==> src/rtl/hsl_pkg.sv <==
// Shared types, constants and helpers for the HTTP status line checker.
package hsl_pkg;

    // Byte values
    localparam logic [7:0] CH_CR = 8'h0D;
    localparam logic [7:0] CH_LF = 8'h0A;
    localparam logic [7:0] CH_SP = 8'h20;
    localparam logic [7:0] CH_0  = 8'h30;
    localparam logic [7:0] CH_1  = 8'h31;
    localparam logic [7:0] CH_5  = 8'h35;
    localparam logic [7:0] CH_9  = 8'h39;

    // Field positions inside the status line
    localparam logic [10:0] POS_MINOR   = 11'd7;
    localparam logic [10:0] POS_SPACE   = 11'd8;
    localparam logic [10:0] POS_DIGIT0  = 11'd9;
    localparam logic [10:0] POS_DIGIT2  = 11'd11;
    localparam logic [10:0] POS_REASON  = 11'd12;
    localparam logic [10:0] POS_MAX     = 11'd2047;

    // Code range and register reset
    localparam logic [9:0]  CODE_MIN         = 10'd100;
    localparam logic [9:0]  CODE_MAX         = 10'd599;
    localparam logic [10:0] LINE_LIMIT_RESET = 11'd512;

    // Register map (word index)
    localparam logic REG_LINE_LIMIT = 1'b0;

    // Configuration handed to the checker core
    typedef struct packed {
        logic [10:0] line_limit;
    } t_cfg;

    // Outcome of one byte
    typedef enum logic [1:0] {
        DEC_NONE = 2'd0,
        DEC_PASS = 2'd1,
        DEC_FAIL = 2'd2
    } t_decision;

    // Expected byte of the "HTTP/1." tag at positions 0 to 6
    function automatic logic [7:0] version_char(input logic [2:0] pos);
        logic [7:0] ch;
        case (pos)
            3'd0:    ch = 8'h48; // H
            3'd1:    ch = 8'h54; // T
            3'd2:    ch = 8'h54; // T
            3'd3:    ch = 8'h50; // P
            3'd4:    ch = 8'h2F; // /
            3'd5:    ch = 8'h31; // 1
            3'd6:    ch = 8'h2E; // .
            default: ch = 8'h00;
        endcase
        return ch;
    endfunction

endpackage

==> src/rtl/http_status_line_check_unit.sv <==
// Top level of the HTTP status line checker: APB registers and checker core.
//
// Checks the status line at the head of each reply buffer, one byte per word
// on the slave stream (tlast marks the buffer's final byte). One verdict word
// per buffer appears on the master stream at the byte that decides it: the
// status code 100..599 with tuser high, or code 0 with tuser low on failure.
// A byte is accepted every cycle while the verdict side takes its words; a
// verdict word held by a low tready stalls the byte input until it leaves.
// The deciding byte passes through the input register, then the per-byte
// decision and state update, and the verdict is registered in the result
// register. Register 0 (byte address 0) is line_limit, 11 bits, reset 512:
// the CR ending the line must sit below this position.
// Write it only while no buffer is in flight.
module http_status_line_check_unit
    import hsl_pkg::*;
(
    input  logic        i_clk,
    input  logic        i_rst_n,
    // APB configuration
    input  logic        i_psel,
    input  logic        i_penable,
    input  logic        i_pwrite,
    input  logic [2:0]  i_paddr,
    input  logic [31:0] i_pwdata,
    output logic [31:0] o_prdata,
    output logic        o_pready,
    // reply bytes
    input  logic        i_s_tvalid,
    output logic        o_s_tready,
    input  logic [7:0]  i_s_tdata,   // [7:0] data_byte
    input  logic        i_s_tlast,   // last_byte
    // verdicts
    output logic        o_m_tvalid,
    input  logic        i_m_tready,
    output logic [15:0] o_m_tdata,   // [9:0] status_code, [15:10] zero
    output logic        o_m_tuser    // line_ok
);

    t_cfg       w_cfg;
    logic [9:0] w_code;

    hsl_cfg u_cfg (
        .i_clk     (i_clk),
        .i_rst_n   (i_rst_n),
        .i_psel    (i_psel),
        .i_penable (i_penable),
        .i_pwrite  (i_pwrite),
        .i_paddr   (i_paddr),
        .i_pwdata  (i_pwdata),
        .o_prdata  (o_prdata),
        .o_pready  (o_pready),
        .o_cfg     (w_cfg)
    );

    hsl_core u_core (
        .i_clk      (i_clk),
        .i_rst_n    (i_rst_n),
        .i_cfg      (w_cfg),
        .i_s_tvalid (i_s_tvalid),
        .o_s_tready (o_s_tready),
        .i_s_byte   (i_s_tdata),
        .i_s_last   (i_s_tlast),
        .o_m_tvalid (o_m_tvalid),
        .i_m_tready (i_m_tready),
        .o_m_code   (w_code),
        .o_m_ok     (o_m_tuser)
    );

    assign o_m_tdata = {6'd0, w_code};

endmodule

==> src/rtl/hsl_cfg.sv <==
// APB register block holding the line limit of the status line checker.
module hsl_cfg
    import hsl_pkg::*;
(
    input  logic        i_clk,
    input  logic        i_rst_n,
    input  logic        i_psel,
    input  logic        i_penable,
    input  logic        i_pwrite,
    input  logic [2:0]  i_paddr,
    input  logic [31:0] i_pwdata,
    output logic [31:0] o_prdata,
    output logic        o_pready,
    output t_cfg        o_cfg
);

    logic [10:0] r_line_limit;
    logic [10:0] n_line_limit;
    logic        w_wr;

    assign o_pready = 1'b1;
    assign w_wr     = i_psel && i_penable && i_pwrite;

    // Register write decode
    always_comb begin
        n_line_limit = r_line_limit;
        if (w_wr && (i_paddr[2] == REG_LINE_LIMIT)) begin
            n_line_limit = i_pwdata[10:0];
        end
    end

    always_ff @(posedge i_clk) begin
        if (!i_rst_n) begin
            r_line_limit <= LINE_LIMIT_RESET;
        end else begin
            r_line_limit <= n_line_limit;
        end
    end

    // Read back
    always_comb begin
        if (i_paddr[2] == REG_LINE_LIMIT) begin
            o_prdata = {21'd0, r_line_limit};
        end else begin
            o_prdata = 32'd0;
        end
    end

    assign o_cfg.line_limit = r_line_limit;

endmodule

==> src/rtl/hsl_core.sv <==
// Byte-wise status line check: input register, running state, result register.
module hsl_core
    import hsl_pkg::*;
(
    input  logic       i_clk,
    input  logic       i_rst_n,
    input  t_cfg       i_cfg,
    input  logic       i_s_tvalid,
    output logic       o_s_tready,
    input  logic [7:0] i_s_byte,
    input  logic       i_s_last,
    output logic       o_m_tvalid,
    input  logic       i_m_tready,
    output logic [9:0] o_m_code,
    output logic       o_m_ok
);

    // Input register
    logic       r_in_valid, n_in_valid;
    logic [7:0] r_in_byte,  n_in_byte;
    logic       r_in_last,  n_in_last;

    // Per-buffer state
    logic [10:0] r_pos,     n_pos;
    logic [9:0]  r_accum,   n_accum;
    logic        r_cr,      n_cr;
    logic        r_verdict, n_verdict;

    // Result register
    logic       r_out_valid, n_out_valid;
    logic [9:0] r_out_code,  n_out_code;
    logic       r_out_ok,    n_out_ok;

    logic        w_consume;
    logic [3:0]  w_digit;
    logic [13:0] w_accum_next;
    logic        w_is_digit;
    t_decision   w_dec;

    // A byte leaves the input register when the result slot is free or draining
    assign w_consume  = r_in_valid && (!r_out_valid || i_m_tready);
    assign o_s_tready = !r_in_valid || w_consume;

    assign w_digit      = 4'(r_in_byte - CH_0);
    assign w_is_digit   = (r_in_byte >= CH_0) && (r_in_byte <= CH_9);
    assign w_accum_next = {4'd0, r_accum} * 14'd10 + {10'd0, w_digit};

    // Input register load
    always_comb begin
        n_in_valid = r_in_valid;
        n_in_byte  = r_in_byte;
        n_in_last  = r_in_last;
        if (o_s_tready) begin
            n_in_valid = i_s_tvalid;
            n_in_byte  = i_s_byte;
            n_in_last  = i_s_last;
        end
    end

    // Decision for the byte at the current position
    always_comb begin
        w_dec   = DEC_NONE;
        n_accum = r_accum;
        n_cr    = r_cr;
        if (r_pos < POS_MINOR) begin
            if (r_in_byte != version_char(r_pos[2:0])) w_dec = DEC_FAIL;
        end else if (r_pos == POS_MINOR) begin
            if (r_in_byte != CH_0 && r_in_byte != CH_1) w_dec = DEC_FAIL;
        end else if (r_pos == POS_SPACE) begin
            if (r_in_byte != CH_SP) w_dec = DEC_FAIL;
        end else if (r_pos <= POS_DIGIT2) begin
            // leading digit must be 1..5 to stay in range
            if (!w_is_digit ||
                (r_pos == POS_DIGIT0 && (r_in_byte < CH_1 || r_in_byte > CH_5))) begin
                w_dec = DEC_FAIL;
            end else begin
                n_accum = w_accum_next[9:0];
            end
        end else if (r_cr) begin
            w_dec = (r_in_byte == CH_LF) ? DEC_PASS : DEC_FAIL;
        end else begin
            if (r_pos == POS_REASON && r_in_byte != CH_SP && r_in_byte != CH_CR) begin
                w_dec = DEC_FAIL;
            end else if (r_pos >= i_cfg.line_limit || r_in_byte == CH_LF) begin
                w_dec = DEC_FAIL;
            end else if (r_in_byte == CH_CR) begin
                n_cr = 1'b1;
            end
        end
        // buffer ended before anything decided
        if (w_dec == DEC_NONE && r_in_last) w_dec = DEC_FAIL;
    end

    // State and result update
    always_comb begin
        n_pos       = r_pos;
        n_verdict   = r_verdict;
        n_out_valid = r_out_valid && !i_m_tready;
        n_out_code  = r_out_code;
        n_out_ok    = r_out_ok;
        if (w_consume) begin
            if (!r_verdict && w_dec != DEC_NONE) begin
                n_verdict   = 1'b1;
                n_out_valid = 1'b1;
                if (w_dec == DEC_PASS && r_accum >= CODE_MIN && r_accum <= CODE_MAX) begin
                    n_out_code = r_accum;
                    n_out_ok   = 1'b1;
                end else begin
                    n_out_code = 10'd0;
                    n_out_ok   = 1'b0;
                end
            end
            if (r_pos != POS_MAX) n_pos = r_pos + 11'd1;
        end
    end

    always_ff @(posedge i_clk) begin
        if (!i_rst_n) begin
            r_in_valid  <= 1'b0;
            r_pos       <= 11'd0;
            r_accum     <= 10'd0;
            r_cr        <= 1'b0;
            r_verdict   <= 1'b0;
            r_out_valid <= 1'b0;
        end else begin
            r_in_valid  <= n_in_valid;
            r_out_valid <= n_out_valid;
            if (w_consume && r_in_last) begin
                // end of buffer: start over for the next one
                r_pos     <= 11'd0;
                r_accum   <= 10'd0;
                r_cr      <= 1'b0;
                r_verdict <= 1'b0;
            end else if (w_consume && !r_verdict) begin
                r_pos     <= n_pos;
                r_accum   <= n_accum;
                r_cr      <= n_cr;
                r_verdict <= n_verdict;
            end else begin
                r_pos     <= n_pos;
            end
        end
    end

    always_ff @(posedge i_clk) begin
        r_in_byte  <= n_in_byte;
        r_in_last  <= n_in_last;
        r_out_code <= n_out_code;
        r_out_ok   <= n_out_ok;
    end

    assign o_m_tvalid = r_out_valid;
    assign o_m_code   = r_out_code;
    assign o_m_ok     = r_out_ok;

    // Checks
    a_ok_in_range: assert property (@(posedge i_clk) disable iff (!i_rst_n)
        r_out_valid && r_out_ok |-> r_out_code >= CODE_MIN && r_out_code <= CODE_MAX)
        else $error("passing word carries a code out of range");

    a_fail_zero: assert property (@(posedge i_clk) disable iff (!i_rst_n)
        r_out_valid && !r_out_ok |-> r_out_code == 10'd0)
        else $error("failing word carries a nonzero code");

    a_last_clears: assert property (@(posedge i_clk) disable iff (!i_rst_n)
        w_consume && r_in_last |=> r_pos == 11'd0 && !r_verdict && !r_cr)
        else $error("buffer state not cleared after final byte");

    a_cr_position: assert property (@(posedge i_clk) disable iff (!i_rst_n)
        r_cr |-> r_pos > POS_REASON)
        else $error("pending CR before the reason field");

    a_one_verdict: assert property (@(posedge i_clk) disable iff (!i_rst_n)
        w_consume && r_verdict |=> !(r_out_valid && !$past(r_out_valid && !i_m_tready)))
        else $error("second verdict for one buffer");

endmodule
==> config.mk <==
export PLATFORM = sky130hd
export DESIGN_NAME = http_status_line_check_unit
export DESIGN_NICKNAME = d
export VERILOG_FILES = /design/src/rtl/hsl_pkg.sv /design/src/rtl/http_status_line_check_unit.sv /design/src/rtl/hsl_cfg.sv /design/src/rtl/hsl_core.sv
export SDC_FILE = /design/constraint.sdc
export NUM_CORES = 1
export LEC_CHECK = 0
export BUFFER_PORTS_ARGS = -buffer_cell sky130_fd_sc_hd__buf_4
export CORE_ASPECT_RATIO = 1.25
export CORE_MARGIN = 1.5
export CORE_UTILIZATION = 35
export DETAILED_ROUTE_END_ITERATION = 10
export GPL_ROUTABILITY_DRIVEN = 0
export GPL_TIMING_DRIVEN = 0
export PLACE_DENSITY = 0.65
export SLEW_MARGIN = 0
export SYNTH_ARGS = -nofsm -noshare
export SYNTH_HDL_FRONTEND = slang
export SYNTH_SLANG_ARGS = --single-unit
export TNS_END_PERCENT = 20
==> constraint.sdc <==
create_clock -name i_clk -period 9.2 [get_ports i_clk]
set_clock_uncertainty 0.2 [all_clocks]
set_input_delay 1.38 -clock i_clk [delete_from_list [all_inputs] [get_ports i_clk]]
set_output_delay 1.38 -clock i_clk [all_outputs]
set_load 0.005 [all_outputs]
# [Word-level counts from Yosys, hierarchy flattened]
# Index checks and enable logic that the tools add are counted.
[op_classes] addsub=3 n_mul=1 n_lt_le_gt_ge=9 n_eq_ne=19 muxes=23 n_bitwise=7 n_reduce_logical=36
[ops] cell="one-hot mux 7 bit (6 select lines)" count=1
[ops] cell="== test 11 x 4 -> 1 bit (second input constant)" count=3
[ops] cell="two-way mux 2 bit" count=13
[ops] cell="inequality test 8 x 6 -> 1 bit (second input constant)" count=3
[ops] cell="== test 8 x 4 -> 1 bit (second input constant)" count=2
[ops] cell="logical AND 1 bit" count=16
[ops] cell="adder 11 x 1 -> 11 bit (second input constant)" count=1
[ops] cell="== test 11 x 3 -> 1 bit (second input constant)" count=1
[ops] cell="greater-or-equal comparator 11 bit" count=1
[ops] cell="less-or-equal comparator 11 x 4 -> 1 bit (second input constant)" count=1
[ops] cell="< comparator 11 x 3 -> 1 bit (second input constant)" count=1
[ops] cell="two-way mux 11 bit" count=1
[ops] cell="inequality test 11 bit (second input constant)" count=1
[ops] cell="adder 10 x 4 -> 10 bit" count=1
[ops] cell="greater-or-equal comparator 10 x 7 -> 1 bit (second input constant)" count=1
[ops] cell="less-or-equal comparator 10 bit (second input constant)" count=1
[ops] cell="multiplier 10 x 3 -> 9 bit (second input constant)" count=1
[ops] cell="== test 3 bit (second input constant)" count=3
[ops] cell="greater-or-equal comparator 8 x 6 -> 1 bit (second input constant)" count=1
[ops] cell="greater-than comparator 8 x 6 -> 1 bit (second input constant)" count=1
[ops] cell="less-or-equal comparator 8 x 6 -> 1 bit (second input constant)" count=1
[ops] cell="< comparator 8 x 6 -> 1 bit (second input constant)" count=1
[ops] cell="two-way mux 8 bit" count=1
[ops] cell="inequality test 8 x 4 -> 1 bit (second input constant)" count=1
[ops] cell="17 further kinds" count=40
[totals] ff_bits=56 word_cells=109

# [Longest topological paths before layout]
[logic_depth] word_depth=16 depth_mapped=11 depth_no_buf=10

# [Cells and area by module]
# Synthesis repeated with hierarchy kept, for this count alone.
[hier_totals] hier_cells=416 hier_area_um2=3743.6
[by_module_without_submodules] module="hsl_core" instances=1 cells_each=325 area_each_um2=2985.4 seq_area_each_um2=1101.1
[by_module_without_submodules] module="hsl_cfg" instances=1 cells_each=84 area_each_um2=709.4 seq_area_each_um2=220.2
[by_module_without_submodules] module="http_status_line_check_unit" instances=1 cells_each=7 area_each_um2=48.8 seq_area_each_um2=0.0

# [Worst setup path after synthesis]
# No wires, ideal clock.
[synth_path] path_type="register to register" start="register u_core.r_pos[1]" end="register u_core.r_out_code[0], in the netlist u_core.o_m_code[0] (enable)" setup_ns=0.305 arrival_time_ns=2.868 t_required_ns=8.695 setup_slack_ns=5.828 stages_incl_launch_ff=11 period_less_slack_ns=3.372 path_cell_list="dfxtp_1 clkbuf_1 inv_1 ha_1 clkbuf_1 or4b_2 nand2_1 a32oi_1 or4_1 a311oi_1 nor3_1"
[synth_between] elab_chain_cells=15
[synth_lines] item="start, declared" line="hsl_core.sv:24" text="logic [10:0] r_pos, n_pos;"
[synth_lines] item="start signal, assigned" line="hsl_core.sv:135" text="r_pos <= n_pos;"
[synth_lines] item="start signal, assigned" line="hsl_core.sv:140" text="r_pos <= n_pos;"
[synth_lines] item="greater-or-equal comparator 11 bit or == test 11 x 4 -> 1 bit (tied branches)" line="hsl_core.sv:84, hsl_core.sv:82"
[synth_lines] item="logical OR 1 bit or logical AND 1 bit (tied branches)" line="hsl_core.sv:84, hsl_core.sv:82"
[synth_lines] item="two-way mux 2 bit or logical AND 1 bit (tied branches)" line="hsl_core.sv:84, hsl_core.sv:82"
[synth_lines] item="two-way mux 2 bit" line="hsl_core.sv:82" text="if (r_pos == POS_REASON && r_in_byte != CH_SP && r_in_byte != CH_CR) begin"
[synth_lines] item="two-way mux 2 bit" line="hsl_core.sv:79" text="end else if (r_cr) begin"
[synth_lines] item="two-way mux 2 bit" line="hsl_core.sv:71" text="end else if (r_pos <= POS_DIGIT2) begin"
[synth_lines] item="two-way mux 2 bit" line="hsl_core.sv:69" text="end else if (r_pos == POS_SPACE) begin"
[synth_lines] item="two-way mux 2 bit" line="hsl_core.sv:67" text="end else if (r_pos == POS_MINOR) begin"
[synth_lines] item="two-way mux 2 bit (*)" line="hsl_core.sv:65" text="if (r_pos < POS_MINOR) begin"
[synth_lines] item="logical NOT 2 bit" line="hsl_core.sv:91" text="if (w_dec == DEC_NONE && r_in_last) w_dec = DEC_FAIL;"
[synth_lines] item="logical AND 1 bit" line="hsl_core.sv:91"
[synth_lines] item="two-way mux 2 bit (*)" line="hsl_core.sv:91"
[synth_lines] item="nonzero test 2 bit (*)" line="hsl_core.sv:102" text="if (!r_verdict && w_dec != DEC_NONE) begin"
[synth_lines] item="logical AND 1 bit (*)" line="hsl_core.sv:102"
[synth_lines] item="AND reduction 2 bit (no source line) (*)"
[synth_lines] item="end signal, assigned" line="hsl_core.sv:148" text="r_out_code <= n_out_code;"
[synth_lines] item="end, declared" line="hsl_core.sv:31" text="logic [9:0] r_out_code, n_out_code;"
# Every way passes the cells marked *; elsewhere a longest branch is shown, timed or not. The select of a mux whose other input is x is not followed.
# A chain may end at the register's enable or synchronous reset.

# [Final worst setup path]
[layout_path] start="register u_core.r_pos[1]" end="register u_core.r_out_code[9], in the netlist u_core.o_m_code[9] (enable)"
# The elaborated chain is that of the path after synthesis.

==> impl_metrics.ini <==
[worst_setup_path]
cp.required_ns = 8.99
endpoint_kind = flop
path_max_fanout = 11
crit_end = u_core.o_m_code[9]
startpoint_type = flop
crit_arrival_ns = 3.83
r2r_end = u_core.o_m_code[9]
r2r_cells = 10
reg2reg_from = u_core.r_pos[1]
r2r_slack_ns = 5.16
crit_start = u_core.r_pos[1]
crit_type = flop to flop

[sta]
slew_headroom_pct = 42.9
setup_tns_ns = 0
fin_crit_ns = 4.04
fmax_ghz = 0.248
fin_crit_sh_pct = 43.9
worst_pin_slew_ns = 0.852
finalMaxSlewViolations = 0
hold_viol_final = 0
setup-violations-final = 0
grt_setup_unrepaired = no

[layout]
final_cell_mix = buf_4 (79), nor2_1 (41), nand2_1 (39), dfxtp_1 (36), ha_1 (30)
nNetsFinal = 573
seqCellArea_mm2 = 0.00132
fin_util_pct = 44.1
area_growth_pct = 22.4
multi_input_area_mm2 = 0.00209
fillers = 1006
num_antenna_cells = 0
drive_gt1_share_pct = 21.0
stdcell_count = 620
layout_commonest_cell = buf_4

[grt]
overflow = 0
grt_max_degree = 19
grt_pass1_vias = 2877
antenna_found_initial = 0
grt_pass1_wl_mm = 13.1
grt_use_total_pct = 14.7

[flow_run]
cap_violations = 0

[logic_synthesis]
synth_edf_count = 20
ys.flop_type = dfxtp_1
synthCells = 406
synth_area_leader_cell = dfxtp_1
async_reset_ff_share_pct = 0
ys_seq_area_share_pct = 36.1
syn_avg_cell_area_um2 = 9.02
ys_seq_elements = 56
yosys-top-cells-area = dfxtp_1 (20%), edfxtp_1 (16%), ha_1 (10%)
ys_warn_count = 0
synth_cell_types = 57
synth.cell_area_mm2 = 0.00366
synth_top_area_share_pct = 19.7

[clock_tree]
cts_htree_levels = 2
cts-root-buf = clkbuf_16
holdBufCountCts = 0
clk_latency_ns = 0.30
cts_resized = 0
cts.sinks = 56
clkTransAtPathRegs_ns = 0.07
cts_made_buffers = 5
cts_tree = built
post_cts_buffers = 0
clock_path_buffers = 2

[floorplan]
start_util_pct = 36.1
fp.coreArea_mm2 = 0.0102
die_y_um = 117
dieArea_mm2 = 0.0111
die_w_um = 94.5
pin_count = 103
rows = 41

[status]
status = complete, no violations

[place]
dp_cells = 612
port_buffers = 51
dp_hpwl_mm = 6.04

[power]
ir_worst_vdd_uv = 98.0
power.density_mw_per_mm2 = 123
power_frac_seq_pct = 48.4
p_switching_uw = 130
p_comb_share_pct = 11.7
p_leak_nw = 1.86
internal_power_uw = 423
p_clk_share_pct = 40.0
swShare_pct = 23.5

[drt]
drt-pass1-iter-count = 5
via_count = 3034
ant_nets = 0
routedWlPerCell_um = 12.6
drc = 0
vias_per_cell = 4.89
wl_mm = 7.82
drt_iter0_markers = 97

[worst_hold_path]
min_path_type = flop to flop
[final cells by class]
cell class	instances	share of cell area (%)
Multi-Input combinational cell	313	46.7
Clock inverter	3	1.06
Clock buffer	5	2.79
Inverter	21	1.76
Tap cell	129	3.60
Buffer	42	6.03
Sequential cell	56	29.5
Timing Repair Buffer	51	8.54
[flip-flops by register name (all words and copies together) (netlist names)]
signal / cells
u_core.r_in_last: 1
u_core.o_m_tvalid: 1
u_core.r_in_byte: 8
u_core.o_m_ok: 1
u_core.r_verdict: 1
u_cfg.o_cfg: 11
u_core.r_accum: 10
u_core.r_in_valid: 1
u_core.r_cr: 1
u_core.o_m_code: 10
u_core.r_pos: 11
[worst min path at each step]
stage	slack, ns	to	depth (start not counted)	from
global route	0.30	u_cfg.o_cfg[6]	2	u_cfg.o_cfg[6]
finish	0.27	u_cfg.o_cfg[2]	2	u_cfg.o_cfg[2]
detailed placement	0.26	u_cfg.o_cfg[7]	2	u_cfg.o_cfg[7]
floorplan	0.24	u_cfg.o_cfg[6]	2	u_cfg.o_cfg[6]
CTS	0.27	u_cfg.o_cfg[2]	2	u_cfg.o_cfg[2]
global placement	0.25	u_cfg.o_cfg[2]	2	u_cfg.o_cfg[2]
[power groups by stage]
stage / Clock, mW / Sequential, mW / Combinational, mW
finish: 0.221 / 0.268 / 0.0645
global placement: 0 / 0.273 / 0.0626
detailed placement: 0 / 0.274 / 0.0640
global route: 0.236 / 0.269 / 0.0724
CTS: 0.227 / 0.268 / 0.0644
floorplan: 0 / 0.272 / 0.0421
[critical path, cell delays in order (launching register included)]
cell and delay (ns):
dfxtp_1 0.38, clkbuf_1 0.33, inv_1 0.17, ha_1 0.21, clkbuf_1 0.21, or4b_2 0.70
nand2_1 0.07, a32oi_1 0.08, or4_1 0.44, a311oi_1 0.64, nor3_2 0.28
[cell families after synthesis]
kind of cell,Yosys count,synth area share [%]
simple gates,150,21.9
compound gates,77,14.6
buf+inv,63,9.53
flops,56,36.1
fa+ha+maj,32,11.3
xor+xnor,20,4.78
mux,6,1.64
other cells,2,0.205
[synth_stat cells (all sizes together), types with 3 or more instances]
library cell and number:
a211oi 9, a21boi 10, a21o 3, a21oi 14, a31oi 8, and2 11, and3 3, and4 5
buf 29, clkbuf 13, dfxtp 36, edfxtp 20, ha 30, inv 21, mux2i 6, nand2 39
nand2b 3, nand3 11, nand4 5, nor2 41, nor2b 5, nor3 8, nor4 3, o21a 3
o21ai 13, o21bai 3, o31ai 4, or4 4, xnor2 14, xor2 6
[routing by layer]
metal  track usage [%]  vias up  wire (µm)
li1                  -     1551          -
met4              6.62        0        196
met3              2.72       13        333
met1              17.6     1378       3320
met5                 0        -          0
met2              25.0       92       3970
[metrics by stage]
stage / hold WS, ns / total power [mW] / cell area (µm²) / setup slack (ns)
3_5_place_dp: 0.259 / 0.337 / 4310 / 5.21
5_1_grt: 0.296 / 0.577 / 4480 / 4.97
2_1_floorplan: 0.243 / 0.314 / 3760 / 5.83
4_1_cts: 0.271 / 0.559 / 4480 / 5.18
6_report: 0.266 / 0.553 / 4480 / 5.16
3_3_place_gp: 0.251 / 0.336 / 4300 / 5.19
(Power assumes the default switching activity.)
